[src/rtl/gyro_bias_calibrator_defines.svh]
// ----------------------------------------------------------------------------
// Gyro bias calibrator assertion macros
// Shared concurrent assertion forms for the calibrator RTL.
// ----------------------------------------------------------------------------
`ifndef GYRO_BIAS_CALIBRATOR_DEFINES_SVH
`define GYRO_BIAS_CALIBRATOR_DEFINES_SVH

// Same-cycle implication, disabled while reset is asserted.
`define GBC_ASSERT_IMPL(lbl, clk, rst_n, ante, cons, msg) \
    lbl: assert property (@(posedge clk) disable iff (!rst_n) (ante) |-> (cons)) \
        else $error(msg);

// Next-cycle implication, disabled while reset is asserted.
`define GBC_ASSERT_NEXT(lbl, clk, rst_n, ante, cons, msg) \
    lbl: assert property (@(posedge clk) disable iff (!rst_n) (ante) |=> (cons)) \
        else $error(msg);

`endif

[src/rtl/gbc_pkg.sv]
// ----------------------------------------------------------------------------
// Gyro bias calibrator package
// Widths, constants and shared types of the calibrator datapath.
// ----------------------------------------------------------------------------
package gbc_pkg;

    // Samples averaged per round.
    localparam int SAMPLES_PER_ROUND = 50;
    localparam int NUM_AXES          = 3;

    localparam int SMP_W    = 16;
    localparam int AVG_FRAC = 8;
    localparam int AVG_W    = 25;
    localparam int SC_W     = $clog2(SAMPLES_PER_ROUND);
    localparam int SUM_W    = SMP_W + $clog2(SAMPLES_PER_ROUND);
    localparam int A_W      = SUM_W + AVG_FRAC;
    localparam int RCP_SHIFT = A_W;
    localparam int RCP_W    = A_W;
    localparam int PROD_W   = A_W + RCP_W;
    localparam int DIFF_W   = AVG_W + 1;
    localparam int DSQ1_W   = 2 * AVG_W;
    localparam int DSQ_W    = DSQ1_W + 2;
    localparam int WU_W     = 4;
    localparam int RC_W     = 7;
    localparam int THR_W    = 40;
    localparam int CFG_IDX_W = 2;

    // Reciprocal of the round length; the quotient estimate is at most one low.
    localparam logic [RCP_W-1:0] RCP =
        RCP_W'((64'd1 << RCP_SHIFT) / SAMPLES_PER_ROUND);
    localparam logic [A_W-1:0] HALF_N = A_W'(SAMPLES_PER_ROUND / 2);
    localparam logic [A_W-1:0] DIV_N  = A_W'(SAMPLES_PER_ROUND);
    localparam logic [SC_W-1:0] SC_LAST = SC_W'(SAMPLES_PER_ROUND - 1);

    // Register reset values.
    localparam logic [WU_W-1:0]  WARMUP_RST     = WU_W'(5);
    localparam logic [RC_W-1:0]  MAX_ROUNDS_RST = RC_W'(121);
    localparam logic [THR_W-1:0] THR_RST        = THR_W'(176266);

    // Register indexes of the configuration port.
    localparam logic [CFG_IDX_W-1:0] CFG_WARMUP     = CFG_IDX_W'(0);
    localparam logic [CFG_IDX_W-1:0] CFG_MAX_ROUNDS = CFG_IDX_W'(1);
    localparam logic [CFG_IDX_W-1:0] CFG_THRESHOLD  = CFG_IDX_W'(2);

    // Result kinds.
    localparam logic KIND_REPORT = 1'b0;
    localparam logic KIND_SAMPLE = 1'b1;

    typedef enum logic {
        FE_WARM,
        FE_AVG
    } t_fe_phase;

    // Per-stage pipeline control.
    typedef struct packed {
        logic valid;
        logic rnd_end;
    } t_ctl;

    // Control from the front end to each axis lane.
    typedef struct packed {
        logic en;
        logic acc_add;
        logic acc_end;
        logic prev_upd;
    } t_lane_ctl;

    // What a lane hands to the merging stage.
    typedef struct packed {
        logic [DSQ1_W-1:0]       dsq;
        logic signed [AVG_W-1:0] avg;
        logic signed [AVG_W-1:0] mean;
        logic signed [SMP_W-1:0] smp;
    } t_lane_res;

endpackage

[src/rtl/gbc_axis_lane.sv]
// ----------------------------------------------------------------------------
// Gyro bias calibrator axis lane
// Accumulates one axis, forms the rounded Q.8 round average and the squared
// difference against the previous round.
// ----------------------------------------------------------------------------
module gbc_axis_lane import gbc_pkg::*; (
    input  logic                    i_clk,
    input  logic                    i_rst_n,
    input  t_lane_ctl               i_ctl,
    input  logic signed [SMP_W-1:0] i_smp,
    output t_lane_res               o_res
);

    logic signed [SUM_W-1:0]    r_sum;
    logic signed [SUM_W-1:0]    sum_next;
    logic signed [SUM_W-1:0]    r1_sum;
    logic signed [SMP_W-1:0]    r1_smp, r2_smp, r3_smp, r4_smp, r5_smp;
    logic [SUM_W-1:0]           mag;
    logic [A_W-1:0]             a_val, r2_a, r3_a;
    logic                       r2_neg, r3_neg;
    logic [PROD_W-1:0]          prod, r3_prod;
    logic [A_W-1:0]             q_est, q_mul, rem, q_fix;
    logic signed [AVG_W-1:0]    avg, r_prev, r4_avg, r4_prev;
    logic signed [AVG_W-1:0]    mean, r5_avg, r5_mean;
    logic signed [DIFF_W-1:0]   diff, msum;
    logic signed [2*DIFF_W-1:0] sq;
    logic [DSQ1_W-1:0]          r5_dsq;

    assign sum_next = r_sum + SUM_W'(i_smp);

    // Round to nearest, ties away from zero: work on the magnitude.
    assign mag   = r1_sum[SUM_W-1] ? -r1_sum : r1_sum;
    assign a_val = {mag, {AVG_FRAC{1'b0}}} + HALF_N;

    assign prod  = PROD_W'(r2_a) * PROD_W'(RCP);

    // The estimate is exact or one low; the remainder fixes it.
    assign q_est = r3_prod[RCP_SHIFT +: A_W];
    assign q_mul = q_est * DIV_N;
    assign rem   = r3_a - q_mul;
    assign q_fix = (rem >= DIV_N) ? q_est + 1'b1 : q_est;
    assign avg   = r3_neg ? -$signed(AVG_W'(q_fix)) : $signed(AVG_W'(q_fix));

    assign diff  = DIFF_W'(r4_prev) - DIFF_W'(r4_avg);
    assign sq    = diff * diff;
    assign msum  = DIFF_W'(r4_avg) + DIFF_W'(r4_prev);
    assign mean  = AVG_W'(msum >>> 1);

    always_ff @(posedge i_clk) begin
        if (!i_rst_n) begin
            r_sum  <= '0;
            r_prev <= '0;
        end else begin
            if (i_ctl.acc_add) begin
                r_sum <= i_ctl.acc_end ? '0 : sum_next;
            end
            if (i_ctl.prev_upd) begin
                r_prev <= avg;
            end
        end
    end

    always_ff @(posedge i_clk) begin
        if (i_ctl.en) begin
            r1_sum  <= sum_next;
            r1_smp  <= i_smp;
            r2_a    <= a_val;
            r2_neg  <= r1_sum[SUM_W-1];
            r2_smp  <= r1_smp;
            r3_prod <= prod;
            r3_a    <= r2_a;
            r3_neg  <= r2_neg;
            r3_smp  <= r2_smp;
            r4_avg  <= avg;
            r4_prev <= r_prev;
            r4_smp  <= r3_smp;
            r5_dsq  <= DSQ1_W'(sq);
            r5_avg  <= r4_avg;
            r5_mean <= mean;
            r5_smp  <= r4_smp;
        end
    end

    assign o_res.dsq  = r5_dsq;
    assign o_res.avg  = r5_avg;
    assign o_res.mean = r5_mean;
    assign o_res.smp  = r5_smp;

endmodule

[config.mk]
export PLATFORM = sky130hd
export DESIGN_NAME = gbc_axis_lane
export DESIGN_NICKNAME = d
export VERILOG_FILES = /design/src/rtl/gyro_bias_calibrator_defines.svh /design/src/rtl/gbc_pkg.sv /design/src/rtl/gbc_axis_lane.sv
export SDC_FILE = /design/constraint.sdc
export NUM_CORES = 2
export LEC_CHECK = 0
export BUFFER_PORTS_ARGS = -buffer_cell sky130_fd_sc_hd__buf_2
export CORE_ASPECT_RATIO = 0.9
export CORE_UTILIZATION = 59
export DETAILED_ROUTE_END_ITERATION = 8
export GPL_ROUTABILITY_DRIVEN = 0
export PLACE_DENSITY = 0.84
export SLEW_MARGIN = 20
export SYNTH_ARGS = -nofsm -noshare
export SYNTH_HDL_FRONTEND = slang
export SYNTH_SLANG_ARGS = --single-unit
[constraint.sdc]
create_clock -name i_clk -period 18.6 [get_ports i_clk]
set_input_delay 3.72 -clock i_clk [delete_from_list [all_inputs] [get_ports i_clk]]
set_output_delay 3.72 -clock i_clk [all_outputs]
set_load 0.005 [all_outputs]
==> flow_metrics.py <==
metrics = {
    "synthesis": {
        "syn_inst": 4765,
        "syn_nets": 6204,
        "avgSynthCellArea_um2": 10.4,
        "synth_simple_gate_area_share_pct": 8.49,
        "synth_warnings": 0,
        "ys_seq_elements": 369,
        "synth.distinct_cells": 87,
        "synthMuxAreaShare_pct": 0.485,
        "synth_compound_area_share_pct": 7.24,
        "synth_area_um2": 49800,
        "synth-edff-count": 322,
        "synth_top_family_by_area": "adder cells",
        "async_reset_ff_share_pct": 0,
        "ys.flop_type": "edfxtp_1",
        "ys_seq_area_share_pct": 21.3,
        "synthAdderAreaFrac_pct": 48.5,
        "synth_xor_area_share_pct": 4.47,
    },
    "grt": {
        "track_usage_pct": 27.7,
        "grt_max_degree": 103,
        "grt-ovfl-total": 0,
        "antenna_found_initial": 3,
        "grt_first_pass_wirelength_um": 187000,
        "grt_pass1_vias": 37000,
    },
    "clock_tree": {
        "postCtsResizedCells": 0,
        "clk_pin_slew_ns": 0.06,
        "clock-sinks": 369,
        "ctsHoldBuffers": 0,
        "cts_tree": "built",
        "cts_made_buffers": 41,
        "htree_levels": 2,
        "clock_latency_ns": 0.62,
        "post_cts_buffers": 0,
        "cts_root_buf": "clkbuf_16",
        "cts_buffer_depth": 3,
    },
    "route": {
        "drt-initial-drc-count": 2677,
        "wl_um": 114000,
        "drt-wirelength-per-cell_um": 18.9,
        "vias_per_cell": 5.66,
        "route.detailed.drc": 0,
        "dr.pass1.iters": 9,
        "vias": 34100,
        "ant_nets": 0,
    },
    "setup_path": {
        "crit_type": "reg -> reg",
        "cp.required_ns": 18.95,
        "critPathLaunchType": "flip-flop",
        "max_stage_delay_ns": 0.87,
        "crit_top_cell": "fa_1",
        "end_kind": "flip-flop",
        "cp_max_fo": 19,
        "worst_path_max_delay_cell": "clkinv_1",
        "worst-r2r-cell-count": 40,
        "worstPathArrival_ns": 13.11,
    },
    "timing": {
        "hold_viol_final": 0,
        "maxSlewViolCount": 0,
        "setup-tns-final_ns": 0,
        "relSlewSlack_pct": 26.4,
        "finalCritPeriodShare_pct": 68.6,
        "worst_pin_slew_ns": 1.10,
        "rsz0062_at_grt": "false",
        "skew_ns": 0.0197,
        "period_minus_slack_ns": 12.76,
        "fmax_mhz": 78.4,
        "setup_viol": 0,
    },
    "job": {
        "max-cap-violations": 0,
    },
    "status": {
        "outcome": "finished, final reports clean",
    },
    "cells_and_area": {
        "area_growth_pct": 6.76,
        "finish.net_count": 6321,
        "nFillCells": 6106,
        "drive_gt1_share_pct": 5.48,
    },
    "die": {
        "dieArea_um2": 85500,
        "die_h_um": 278,
        "die_w_um": 308,
        "start_util_pct": 59.9,
        "io_pins": 138,
        "rows": 100,
        "core_um2": 83100,
    },
    "placed_design": {
        "hpwlAfterDp_um": 92000,
        "io_buffers": 136,
    },
    "hold_path": {
        "hold_path_class": "reg -> reg",
        "hold_depth": 0,
    },
}
## logic make-up after synthesis
group,count (synthesis)
adders and majority gates,1417
buffers and inverters,1253
and+or+nand+nor,914
AOI/OAI and AO/OA,534
DFF,369
xor gates and xnor gates,253
muxes,24
other,1
## final cells by class
| type | count | area, um^2 | share of cell area (%) |
|---|---|---|---|
| Tap cell | 1122 | 1400 | 2.64 |
| Clock inverter | 17 | 226 | 0.426 |
| Multi-Input combinational cell | 3143 | 34400 | 64.8 |
| Timing Repair Buffer | 175 | 983 | 1.85 |
| Sequential cell | 369 | 10600 | 20.0 |
| Antenna cell | 1 | 2.50 | 0.00471 |
| Clock buffer | 56 | 1130 | 2.13 |
| Inverter | 1152 | 4320 | 8.14 |
## worst max-delay path: cells and delay by family, from the launching register on
family                   cells  cell delay (ns)
AO/OA/AOI/OAI               16             4.64
adder cells (fa/ha/maj)      9             4.10
AND/OR/NAND/NOR              8             1.28
buffers and inverters        5             1.24
XOR/XNOR                     2             0.82
flip-flops                   1             0.41
## layout by cell type, fill, tap and decap left out, types with 9 or more instances in the layout
cell type / netlist / layout
o31ai_1: 15 / 15
nor3_1: 62 / 60
nand3_1: 38 / 38
clkinv_1: 7 / 11
o21ai_0: 83 / 83
or3_1: 21 / 21
a22oi_1: 22 / 22
ha_1: 564 / 564
xor2_1: 63 / 63
dfxtp_1: 47 / 47
nor2_1: 324 / 324
mux2i_1: 23 / 23
clkbuf_1: 81 / 10
a211oi_1: 15 / 15
a21oi_1: 135 / 135
xnor2_1: 189 / 189
a221oi_1: 9 / 9
nor2b_1: 41 / 41
and3_1: 24 / 24
buf_2: 5 / 135
a31oi_1: 23 / 23
inv_1: 1142 / 1142
nand4_1: 12 / 12
nand2_1: 268 / 268
clkbuf_16: 0 / 41
a21o_1: 61 / 61
and2_1: 38 / 38
o21bai_1: 31 / 31
edfxtp_1: 322 / 322
fa_1: 853 / 853
buf_4: 1 / 39
nand2b_1: 34 / 34
o21a_1: 27 / 27
## Yosys cell counts, types with 31 or more instances
| cell type | instances | area share [%] |
|---|---|---|
| fa_1 | 853 | 34 |
| nand2b_1 | 34 | 0.43 |
| nor2b_1 | 41 | 0.52 |
| xor2_1 | 63 | 1.1 |
| a21oi_1 | 135 | 1.4 |
| nor2_1 | 324 | 2.4 |
| o21ai_0 | 83 | 0.83 |
| clkbuf_1 | 81 | 0.61 |
| o21bai_1 | 31 | 0.47 |
| nor3_1 | 62 | 0.62 |
| xnor2_1 | 189 | 3.3 |
| dfxtp_1 | 47 | 1.9 |
| and2_1 | 38 | 0.48 |
| ha_1 | 564 | 14 |
| inv_1 | 1142 | 8.6 |
| nand2_1 | 268 | 2.0 |
| nand3_1 | 38 | 0.38 |
| a21o_1 | 61 | 0.92 |
| edfxtp_1 | 322 | 19 |
## metrics by stage
step | worst slack, ns | hold WS (ns) | util (%) | area (um^2) | cells
6_report | 5.84 | 0.416 | 63.9 | 53100 | 6035
5_1_grt | 5.31 | 0.418 | 63.9 | 53100 | 6034
4_1_cts | 6.07 | 0.417 | 63.9 | 53100 | 6034
3_5_place_dp | 6.18 | 0.405 | 62.3 | 51800 | 5961
3_3_place_gp | 6.68 | 0.400 | 62.3 | 51800 | 5961
2_1_floorplan | 8.54 | 0.400 | - | 49800 | 4765
## layer usage
| layer | part of all wire (%) | GRT usage, % | vias up |
|---|---|---|---|
| li1 | - | - | 15300 |
| met1 | 38 | 33.6 | 16900 |
| met2 | 48 | 46.3 | 1527 |
| met3 | 9.6 | 7.26 | 375 |
| met4 | 5.0 | 12.1 | 2 |
| met5 | 0.011 | 0 | - |
## sequential cells by signal (all words and copies together) (netlist names), 22 cells and up
| signal | flops |
|---|---|
| r1_sum | 22 |
| r5_mean | 25 |
| r4_prev | 25 |
| r3_a | 22 |
| r_sum | 22 |
| r5_dsq | 49 |
| r2_a | 22 |
| r5_avg | 25 |
| r_prev | 25 |
| r4_avg | 25 |
| r3_prod | 25 |
## worst paths after layout
path | slack (ns) | endpoint | startpoint
setup / recovery | 5.84 | r5_dsq[49] | r4_avg[1]
hold / removal | 0.42 | r2_smp[1] | r1_smp[1]
setup reg to reg | 5.84 | r5_dsq[49] | r4_avg[1]
hold reg to reg | 0.42 | r2_smp[1] | r1_smp[1]
Power is left out: the tool's default activity adds up to more than one toggle a clock period on the data nets, which glitch-free logic cannot reach.
