`config.mk`:
```
export PLATFORM = sky130hd
export DESIGN_NAME = gbc_merge
export DESIGN_NICKNAME = d
export VERILOG_FILES = /design/src/rtl/gyro_bias_calibrator_defines.svh /design/src/rtl/gbc_pkg.sv /design/src/rtl/gbc_merge.sv
export SDC_FILE = /design/constraint.sdc
export NUM_CORES = 1
export LEC_CHECK = 0
export BUFFER_PORTS_ARGS = -buffer_cell sky130_fd_sc_hd__buf_2
export CAP_MARGIN = 40
export CORE_MARGIN = 3
export CORE_UTILIZATION = 40
export DETAILED_ROUTE_END_ITERATION = 10
export PLACE_DENSITY_LB_ADDON = 0.25
export SYNTH_ARGS = -nofsm -noshare
export SYNTH_HDL_FRONTEND = slang
export SYNTH_SLANG_ARGS = --single-unit
```
`constraint.sdc`:
```
create_clock -name i_clk -period 15.3 [get_ports i_clk]
set_input_delay 1.53 -clock i_clk [delete_from_list [all_inputs] [get_ports i_clk]]
set_output_delay 1.53 -clock i_clk [all_outputs]
set_load 0.01 [all_outputs]
```
`src/rtl/gyro_bias_calibrator_defines.svh`:
```
// ----------------------------------------------------------------------------
// Gyro bias calibrator assertion macros
// Shared concurrent assertion forms for the calibrator RTL.
// ----------------------------------------------------------------------------
`ifndef GYRO_BIAS_CALIBRATOR_DEFINES_SVH
`define GYRO_BIAS_CALIBRATOR_DEFINES_SVH

// Same-cycle implication, disabled while reset is asserted.
`define GBC_ASSERT_IMPL(lbl, clk, rst_n, ante, cons, msg) \
    lbl: assert property (@(posedge clk) disable iff (!rst_n) (ante) |-> (cons)) \
        else $error(msg);

// Next-cycle implication, disabled while reset is asserted.
`define GBC_ASSERT_NEXT(lbl, clk, rst_n, ante, cons, msg) \
    lbl: assert property (@(posedge clk) disable iff (!rst_n) (ante) |=> (cons)) \
        else $error(msg);

`endif

```
`src/rtl/gbc_pkg.sv`:
```
// ----------------------------------------------------------------------------
// Gyro bias calibrator package
// Widths, constants and shared types of the calibrator datapath.
// ----------------------------------------------------------------------------
package gbc_pkg;

    // Samples averaged per round.
    localparam int SAMPLES_PER_ROUND = 50;
    localparam int NUM_AXES          = 3;

    localparam int SMP_W    = 16;
    localparam int AVG_FRAC = 8;
    localparam int AVG_W    = 25;
    localparam int SC_W     = $clog2(SAMPLES_PER_ROUND);
    localparam int SUM_W    = SMP_W + $clog2(SAMPLES_PER_ROUND);
    localparam int A_W      = SUM_W + AVG_FRAC;
    localparam int RCP_SHIFT = A_W;
    localparam int RCP_W    = A_W;
    localparam int PROD_W   = A_W + RCP_W;
    localparam int DIFF_W   = AVG_W + 1;
    localparam int DSQ1_W   = 2 * AVG_W;
    localparam int DSQ_W    = DSQ1_W + 2;
    localparam int WU_W     = 4;
    localparam int RC_W     = 7;
    localparam int THR_W    = 40;
    localparam int CFG_IDX_W = 2;

    // Reciprocal of the round length; the quotient estimate is at most one low.
    localparam logic [RCP_W-1:0] RCP =
        RCP_W'((64'd1 << RCP_SHIFT) / SAMPLES_PER_ROUND);
    localparam logic [A_W-1:0] HALF_N = A_W'(SAMPLES_PER_ROUND / 2);
    localparam logic [A_W-1:0] DIV_N  = A_W'(SAMPLES_PER_ROUND);
    localparam logic [SC_W-1:0] SC_LAST = SC_W'(SAMPLES_PER_ROUND - 1);

    // Register reset values.
    localparam logic [WU_W-1:0]  WARMUP_RST     = WU_W'(5);
    localparam logic [RC_W-1:0]  MAX_ROUNDS_RST = RC_W'(121);
    localparam logic [THR_W-1:0] THR_RST        = THR_W'(176266);

    // Register indexes of the configuration port.
    localparam logic [CFG_IDX_W-1:0] CFG_WARMUP     = CFG_IDX_W'(0);
    localparam logic [CFG_IDX_W-1:0] CFG_MAX_ROUNDS = CFG_IDX_W'(1);
    localparam logic [CFG_IDX_W-1:0] CFG_THRESHOLD  = CFG_IDX_W'(2);

    // Result kinds.
    localparam logic KIND_REPORT = 1'b0;
    localparam logic KIND_SAMPLE = 1'b1;

    typedef enum logic {
        FE_WARM,
        FE_AVG
    } t_fe_phase;

    // Per-stage pipeline control.
    typedef struct packed {
        logic valid;
        logic rnd_end;
    } t_ctl;

    // Control from the front end to each axis lane.
    typedef struct packed {
        logic en;
        logic acc_add;
        logic acc_end;
        logic prev_upd;
    } t_lane_ctl;

    // What a lane hands to the merging stage.
    typedef struct packed {
        logic [DSQ1_W-1:0]       dsq;
        logic signed [AVG_W-1:0] avg;
        logic signed [AVG_W-1:0] mean;
        logic signed [SMP_W-1:0] smp;
    } t_lane_res;

endpackage

```
`src/rtl/gbc_merge.sv`:
```
// ----------------------------------------------------------------------------
// Gyro bias calibrator merging stage
// Sums the lane distances, runs the convergence decision and drives the
// output register.
// ----------------------------------------------------------------------------
module gbc_merge import gbc_pkg::*; (
    input  logic                    i_clk,
    input  logic                    i_rst_n,
    input  t_lane_res               i_lane [NUM_AXES],
    input  t_ctl                    i_ctl,
    input  logic [RC_W-1:0]         i_max_rounds,
    input  logic [THR_W-1:0]        i_thr,
    input  logic                    i_out_ready,
    output logic                    o_stall,
    output logic                    o_out_valid,
    output logic                    o_result_kind,
    output logic signed [AVG_W-1:0] o_out_x,
    output logic signed [AVG_W-1:0] o_out_y,
    output logic signed [AVG_W-1:0] o_out_z,
    output logic                    o_cal_ok
);

    t_ctl                    r6_ctl;
    logic [DSQ_W-1:0]        dsq_sum, r6_dsq;
    logic signed [AVG_W-1:0] r6_avg  [NUM_AXES];
    logic signed [AVG_W-1:0] r6_mean [NUM_AXES];
    logic signed [SMP_W-1:0] r6_smp  [NUM_AXES];

    logic                    r_done, n_done;
    logic                    r_cal_ok, n_cal_ok;
    logic [RC_W-1:0]         r_rc, n_rc, rc_inc, limit;
    logic [DSQ_W-1:0]        r_best_dsq, n_best_dsq;
    logic signed [AVG_W-1:0] r_best_avg [NUM_AXES];
    logic signed [AVG_W-1:0] n_best_avg [NUM_AXES];
    logic signed [AVG_W-1:0] r_applied  [NUM_AXES];
    logic signed [AVG_W-1:0] n_applied  [NUM_AXES];
    logic signed [AVG_W-1:0] corrected  [NUM_AXES];

    logic                    emit, emit_kind, emit_ok;
    logic signed [AVG_W-1:0] emit_val [NUM_AXES];

    logic                    r_out_valid, r_out_kind, r_out_ok;
    logic signed [AVG_W-1:0] r_out_val [NUM_AXES];

    logic en;

    // Hold the pipe only when the last stage may produce a result that has
    // nowhere to go.
    assign o_stall = r6_ctl.valid && (r_done || r6_ctl.rnd_end)
                     && r_out_valid && !i_out_ready;
    assign en      = !o_stall;

    assign dsq_sum = DSQ_W'(i_lane[0].dsq) + DSQ_W'(i_lane[1].dsq)
                     + DSQ_W'(i_lane[2].dsq);

    assign rc_inc = r_rc + 1'b1;
    assign limit  = (i_max_rounds == '0) ? RC_W'(1) : i_max_rounds;

    always_comb begin
        for (int k = 0; k < NUM_AXES; k++) begin
            corrected[k] = (AVG_W'(r6_smp[k]) <<< AVG_FRAC)
                           - (r_cal_ok ? r_applied[k] : '0);
        end
    end

    always_comb begin
        n_done     = r_done;
        n_cal_ok   = r_cal_ok;
        n_rc       = r_rc;
        n_best_dsq = r_best_dsq;
        n_best_avg = r_best_avg;
        n_applied  = r_applied;
        emit       = 1'b0;
        emit_kind  = KIND_SAMPLE;
        emit_val   = corrected;
        if (r6_ctl.valid && en) begin
            if (r_done) begin
                emit = 1'b1;
            end else if (r6_ctl.rnd_end) begin
                if (r_rc == '0) begin
                    n_best_dsq = r6_dsq;
                    n_best_avg = r6_avg;
                end else if (r6_dsq < DSQ_W'(i_thr)) begin
                    n_applied = r6_mean;
                    n_cal_ok  = 1'b1;
                    n_done    = 1'b1;
                end else if (r6_dsq < r_best_dsq) begin
                    n_best_dsq = r6_dsq;
                    n_best_avg = r6_mean;
                end
                if (!n_done) begin
                    n_rc = rc_inc;
                    if (rc_inc >= limit) begin
                        n_applied = n_best_avg;
                        n_cal_ok  = 1'b0;
                        n_done    = 1'b1;
                    end
                end
                if (n_done) begin
                    emit      = 1'b1;
                    emit_kind = KIND_REPORT;
                    emit_val  = n_applied;
                end
            end
        end
        emit_ok = n_cal_ok;
    end

    always_ff @(posedge i_clk) begin
        if (!i_rst_n) begin
            r6_ctl      <= '0;
            r_done      <= 1'b0;
            r_cal_ok    <= 1'b0;
            r_rc        <= '0;
            r_best_dsq  <= '0;
            r_out_valid <= 1'b0;
            for (int k = 0; k < NUM_AXES; k++) begin
                r_best_avg[k] <= '0;
                r_applied[k]  <= '0;
            end
        end else begin
            if (en) begin
                r6_ctl <= i_ctl;
            end
            r_done     <= n_done;
            r_cal_ok   <= n_cal_ok;
            r_rc       <= n_rc;
            r_best_dsq <= n_best_dsq;
            r_best_avg <= n_best_avg;
            r_applied  <= n_applied;
            if (emit) begin
                r_out_valid <= 1'b1;
            end else if (i_out_ready) begin
                r_out_valid <= 1'b0;
            end
        end
    end

    always_ff @(posedge i_clk) begin
        if (en) begin
            r6_dsq <= dsq_sum;
            for (int k = 0; k < NUM_AXES; k++) begin
                r6_avg[k]  <= i_lane[k].avg;
                r6_mean[k] <= i_lane[k].mean;
                r6_smp[k]  <= i_lane[k].smp;
            end
        end
        if (emit) begin
            r_out_kind <= emit_kind;
            r_out_ok   <= emit_ok;
            r_out_val  <= emit_val;
        end
    end

    assign o_out_valid   = r_out_valid;
    assign o_result_kind = r_out_kind;
    assign o_cal_ok      = r_out_ok;
    assign o_out_x       = r_out_val[0];
    assign o_out_y       = r_out_val[1];
    assign o_out_z       = r_out_val[2];

endmodule

```
==> results of run 1 <==
==> worst reg2reg max path, stage by stage (launching register included) <==
cell and delay (ps):
sky130_fd_sc_hd__dfxtp_4 660, sky130_fd_sc_hd__buf_4 680, sky130_fd_sc_hd__nand2_1 150, sky130_fd_sc_hd__ha_1 380
sky130_fd_sc_hd__nand3b_1 110, sky130_fd_sc_hd__o311a_1 220, sky130_fd_sc_hd__o21ai_1 120, sky130_fd_sc_hd__o31ai_1 350
sky130_fd_sc_hd__o21ai_1 210, sky130_fd_sc_hd__a311oi_1 550, sky130_fd_sc_hd__o221ai_1 220, sky130_fd_sc_hd__a21oi_1 220
sky130_fd_sc_hd__xnor2_1 160, sky130_fd_sc_hd__mux2i_1 90
==> worst paths after layout <==
path,depth (start not counted),slack (ps),end
worst max-delay path,15,10220,r6_dsq[49]$_DFFE_PN_
worst min-delay path,2,450,r_best_dsq[4]$_SDFFE_PN0P_
worst max register to register,13,10920,o_out_y[24]$_DFFE_PP_
worst min register to register,2,450,r_best_dsq[4]$_SDFFE_PN0P_
==> cells by family (layout without fill, tap and decap cells) <==
kind of cell | after synthesis | after routing | synth area share (%)
other cells | 0 | 9 | 0
flops | 541 | 541 | 45.3
compound gates | 727 | 727 | 14.9
fa+ha+maj | 250 | 250 | 11.3
simple gates | 1048 | 1048 | 15.1
mux | 162 | 162 | 5.22
buf+inv | 382 | 835 | 4.91
xor+xnor | 114 | 114 | 3.21
==> routing by layer <==
metal	GRT usage (%)	up-vias	wire, µm	part of all wire, %
met4	5.80	16	2340	2.7
met3	4.24	148	5430	6.2
met5	0	-	116	0.13
met1	27.9	11500	39000	44
met2	34.2	665	40700	47
li1	-	12200	-	-
==> power breakdown <==
| part | switching (mW) | internal, mW | total, mW | leakage (nW) |
|---|---|---|---|---|
| clock network | 0.594 | 0.899 | 1.49 | 0.998 |
| logic | 0.504 | 0.411 | 0.915 | 8.95 |
| registers | 0.0925 | 1.68 | 1.77 | 5.03 |
| total | 1.19 | 2.99 | 4.18 | 15.0 |
==> layout by cell type (no fill, tap or decap), types with 147 or more instances in the layout <==
cell	count
sky130_fd_sc_hd__buf_2	477
sky130_fd_sc_hd__a21oi_1	147
sky130_fd_sc_hd__nand2_1	407
sky130_fd_sc_hd__o21ai_0	163
sky130_fd_sc_hd__inv_1	209
sky130_fd_sc_hd__nand3_1	189
sky130_fd_sc_hd__ha_1	199
sky130_fd_sc_hd__nor2_1	242
sky130_fd_sc_hd__edfxtp_1	327
sky130_fd_sc_hd__dfxtp_1	213
sky130_fd_sc_hd__mux2i_1	161
==> layout make-up <==
type                            count  area [µm²]
Clock buffer                       94        1780
Clock inverter                     20         272
Tap cell                         1030        1290
Sequential cell                   541       14100
Timing Repair Buffer              511        2870
Inverter                          210         790
Antenna cell                        9        22.5
Multi-Input combinational cell   2301       15600
Fill cell                        7212       39800
==> state kept, by name, summed over array words and instances (netlist names), 2 cells and up <==
signal and count:
o_out_z 25, r_best_avg 75, o_out_y 25, r6_dsq 52
r6_ctl 2, r6_mean 75, r_rc 7, r_applied 75
o_out_x 25, r6_avg 75, r_best_dsq 52, r6_smp 48
==> flow_summary.toml, run 1 <==
[outcome]
result_of_the_run = "finished, final reports clean"

[die]
fp.coreArea_um2 = 76500
rows = 101
floorplan.die.width_um = 285
num_io_pins = 479
initial_utilization_pct = 40.7
area_of_the_die_um2 = 81200
fp.dieH_um = 285

[clock_tree]
tritoncts = "done"
clk_path_buf_depth = 3
cts.hold.buffers_added = 0
clk_transition_reported_paths_ps = 50
cts.repair_timing.setup_buffer_count = 0
cts_htree_levels = 2
cts.sinks = 541
worstSkewPairLatency_ps = 620
cts.repair.resized = 0
number_of_buffers_inserted_during_clock_tree_synthesis = 60
clock_tree.root_cell = "sky130_fd_sc_hd__clkbuf_16"

[critical_path]
reg2reg_from = "r_cal_ok$_SDFF_PN0_"
critical_path.n_buffers_inverters = 2
timing.critical_path.required_ps = 15660
path_max_fanout = 4
worstPathCellList = "buf_2 -> fa_1 -> ha_1 -> inv_1 -> fa_1 -> nor2b_1 -> o31a_1 -> o2111ai_1 -> a21oi_1 -> o21ai_1 -> o41ai_1 -> a211oi_2 -> a21oi_1 -> or4b_1 -> o211ai_1"
cp_data_arrival_time_ps = 5440
timing_worst_setup_path_type = "in2reg"
critPathTopFamily = "compound AO/OA/AOI/OAI gates"
critical_path.endpoint_type = "flip-flop"
slowest_delay_ps = 740
critical_path_startpoint = "i_lane[67]"
cp_slowest_cell = "sky130_fd_sc_hd__o41ai_1"
critPathLaunchType = "input port"

[global_route]
first_global_vias = 23700
globalRoute.totalOverflow = 0
grt_max_degree = 227
grt_antenna_before_repair = 18
grt_first_pass_wirelength_um = 134000
grt_total_usage_pct = 20.8

[synthesis]
ys_dominant_reg_cell = "sky130_fd_sc_hd__edfxtp_1"
netlist.top_cell.by_area = "sky130_fd_sc_hd__edfxtp_1"
synthMostInstantiatedCell = "sky130_fd_sc_hd__nand2_1"
syn-num-nets = 3874
yosys.area.top_type_share_pct = 31.6
synth.distinct_cells = 77
synth.area.top_cells = "sky130_fd_sc_hd__edfxtp_1 32%, sky130_fd_sc_hd__dfxtp_1 14%, sky130_fd_sc_hd__ha_1 8.0%, sky130_fd_sc_hd__mux2i_1 5.2%, sky130_fd_sc_hd__nand2_1 4.9%"
synth_commonest_cells = "408 x sky130_fd_sc_hd__nand2_1, 327 x sky130_fd_sc_hd__edfxtp_1, 245 x sky130_fd_sc_hd__nor2_1, 214 x sky130_fd_sc_hd__dfxtp_1, 210 x sky130_fd_sc_hd__inv_1"
synth_area_um2 = 31100
synth_edf_count = 327
synth-async-reset-ratio_pct = 0
synth_sequential_area_ratio_pct = 45.3
syn-mean-instance-area_um2 = 9.65
synth_seq_cells = 541
synth_cells = 3224
yosys_synthesis_warning_count = 0

[detailed_routing]
detailedRoute.firstPassIterationCount = 5
drt-initial-drc-count = 1497
post-route-drc-count = 0
drt.antenna.violating_nets = 0
post_drt_via_cell_ratio = 5.20
route.vias.total = 24500
postRouteWirelength_um = 87600
detail_route.wl_per_cell_um = 18.6

[finish]
design_area_um2 = 36700
final_layout_size_suffix_gt1_share_pct = 17.2
layout_overhead_on_the_synthesized_area_pct = 17.9
fin_nets = 4275
non_filler_instance_count_after_layout = 4716
finish.utilization_pct = 48.0

[placement]
sum_of_net_half_perimeters_after_detailed_placement_um = 60500
port-buffer-count = 478
detailed_place.area_um2 = 34600
gpl_congestion = 0.851
dp_slack_ps = 9580
place_inst = 4593

[sta]
maxSlewHeadroom_pct = 26.4
finalCriticalPeriod_ps = 5080
setup_slack_ps = 10220
timing.final.setup_violations = 0
timing.final.hold_violations = 0
fmax_mhz = 197
final-max-slew-violation-count = 0
max_slew.worst_pin.slew_ps = 1100
timing.clock.skew_ps = 31.1
hold_ws_ps = 452
finalSetupTns_ps = 0
layout_worst_path_cycle_share_pct = 33.2
setup_repair_after_global_routing_missed_its_margin = "no"

[pwr]
design_power_total_mw = 4.18
ir_worst_vdd_mv = 0.0929
power.density_cell_area_nw_per_um2 = 114
p_leak_nw = 15.0

[hold_path]
min_path_type = "reg2reg"
hold_start = "r_best_dsq[4]$_SDFFE_PN0P_"

[run]
maxCapViolations = 0
Power figures use the tool's default switching activity.
==> run 2, diff against run 1 <==
clock period = 4.1 ns   (was 15.3 ns; I/O delays follow)
==> flow_summary.toml, run 2 (synthesized netlist as in run 1, its figures left out) <==
[outcome]
result_of_the_run = "finished, final reports clean"

[critical_path]
regToRegSetupSlack_ps = 370
worstRegToRegCells = 12
path_max_fanout = 33
timing_worst_setup_path_type = "reg2reg"
regToRegEndpoint = "o_out_z[24]$_DFFE_PP_"
timing.critical_path.to = "o_out_z[24]$_DFFE_PP_"
critical_path.endpoint_type = "flip-flop"
critical_path_startpoint = "r_cal_ok$_SDFF_PN0_"
critPathLaunchType = "flip-flop"
cp_data_arrival_time_ps = 4100
reg2reg_from = "r_cal_ok$_SDFF_PN0_"
timing.critical_path.required_ps = 4460

[sta]
timing.final.setup_violations = 0
hold_ws_ps = 138
fmax_mhz = 268
max_slew.worst_pin.slew_ps = 915
layout_worst_path_cycle_share_pct = 91.1
final-max-slew-violation-count = 0
timing.final.hold_violations = 0
setup_repair_after_global_routing_missed_its_margin = "no"
timing.clock.skew_ps = 26.0
finalCriticalPeriod_ps = 3730
maxSlewHeadroom_pct = 39.0

[die]
floorplan.die.width_um = 285
num_io_pins = 479
fp.dieH_um = 285
area_of_the_die_um2 = 81200
initial_utilization_pct = 40.7
rows = 101
fp.coreArea_um2 = 76500

[finish]
ff_latch_area_um2 = 14100
fin_nets = 4503
footprint_of_the_multi_input_gates_um2 = 15600
layout_overhead_on_the_synthesized_area_pct = 24.8
finish.utilization_pct = 50.8
non_filler_instance_count_after_layout = 4940
final_layout_size_suffix_gt1_share_pct = 17.2
fillerInstances = 7069
layout_common_cells = "477 x sky130_fd_sc_hd__buf_2, 407 x sky130_fd_sc_hd__nand2_1, 327 x sky130_fd_sc_hd__edfxtp_1, 242 x sky130_fd_sc_hd__nor2_1, 212 x sky130_fd_sc_hd__dfxtp_1"
design_area_um2 = 38800
layout.cells.most_common = "sky130_fd_sc_hd__buf_2"

[clock_tree]
number_of_buffers_inserted_during_clock_tree_synthesis = 61
cts_htree_levels = 2
cts.repair_timing.setup_buffer_count = 0
cts.repair.resized = 0
clock_tree.root_cell = "sky130_fd_sc_hd__clkbuf_16"
tritoncts = "done"
clk_path_buf_depth = 3
cts.sinks = 541
clk_transition_reported_paths_ps = 60
worstSkewPairLatency_ps = 640

[pwr]
power_frac_comb_pct = 23.2
switching_power_mw = 4.62
p_leak_nw = 15.9
sequential_share_of_power_pct = 41.9
power.density_cell_area_nw_per_um2 = 406
cell_internal_pwr_mw = 11.2
p_sw_share_pct = 29.3
ir_worst_vdd_mv = 0.406
clock_power_share_pct = 35.0

[detailed_routing]
route.vias.total = 25500
post_drt_via_cell_ratio = 5.16
drt.antenna.violating_nets = 0
postRouteWirelength_um = 89300
post-route-drc-count = 0
detailedRoute.firstPassIterationCount = 5
detail_route.wl_per_cell_um = 18.1
drt-initial-drc-count = 1368

[hold_path]
min_path_type = "in2reg"
hold_start = "i_ctl[1]"

[placement]
sum_of_net_half_perimeters_after_detailed_placement_um = 60400
detailed_place.area_um2 = 34800
gpl_congestion = 0.837
place_inst = 4622
port-buffer-count = 478

[global_route]
grt_max_degree = 128
first_global_vias = 25000
grt_total_usage_pct = 21.5
grt_antenna_before_repair = 6
grt_first_pass_wirelength_um = 139000
globalRoute.totalOverflow = 0

[run]
maxCapViolations = 0
==> run 2: critical path, stage by stage, from the launching register on <==
cell	delay [ps]
sky130_fd_sc_hd__dfxtp_4	650
sky130_fd_sc_hd__nand2_1	110
sky130_fd_sc_hd__ha_1	230
sky130_fd_sc_hd__or2_2	310
sky130_fd_sc_hd__or3_1	310
sky130_fd_sc_hd__o221a_2	280
sky130_fd_sc_hd__o21a_1	220
sky130_fd_sc_hd__nand3_1	90
sky130_fd_sc_hd__a21boi_0	130
sky130_fd_sc_hd__o41ai_1	480
sky130_fd_sc_hd__o21ai_0	260
sky130_fd_sc_hd__xnor2_1	260
sky130_fd_sc_hd__mux2i_1	120
==> run 2: power groups by stage <==
stage               logic [mW]  clock network [mW]  registers (mW)
floorplan                 2.53                   0            6.56
global placement          3.46                   0            6.71
detailed placement        3.50                   0            6.71
CTS                       3.68                5.66            6.60
global route              4.14                5.88            6.65
finish                    3.66                5.51            6.60
==> run 2: timing repair <==
item | in CTS | in global routing
endpoints found under the hold margin | 198 | 0
hold buffers | 198 | 0
endpoints found under the setup margin | 0 | 0
==> run 2: worst min-delay path by stage <==
stage | cells past startpoint | end | slack [ps]
final | 2 | r6_ctl[1]$_SDFFE_PN0N_ | 140
after global routing | 2 | r6_ctl[1]$_SDFFE_PN0N_ | 90
after CTS | 2 | r6_ctl[1]$_SDFFE_PN0N_ | 90
after detailed placement | 2 | r_best_dsq[34]$_SDFFE_PN0P_ | 440
after global placement | 2 | r_best_dsq[31]$_SDFFE_PN0P_ | 440
after floorplan | 2 | r_best_dsq[10]$_SDFFE_PN0P_ | 440
==> run 2: cell type report <==
cell class	count	area share (%)
antenna	4	0.0258
clock buffer	72	4.14
clock inverter	44	1.06
inverter	210	2.03
multi-input combinational	2301	40.1
sequential	541	36.3
tap	1030	3.32
timing repair buffer	738	13.0
==> run 2: per-layer routing <==
metal / routed length, µm / track usage, % / vias to the layer above
met1: 39600 / 28.5 / 11900
met5: 23 / 0 / -
met4: 2500 / 6.27 / 4
met3: 4970 / 3.25 / 139
li1: - / - / 12700
met2: 42200 / 36.3 / 732
==> run 2: per-stage QoR <==
step	setup WS (ps)	setup TNS [ps]	power (mW)
after floorplan	-10100	-2238680	9.08
after global placement	8.59	0	10.2
after detailed placement	-44.4	-53.3	10.2
after CTS	291	0	15.9
after global routing	54.8	0	16.7
final	365	0	15.8
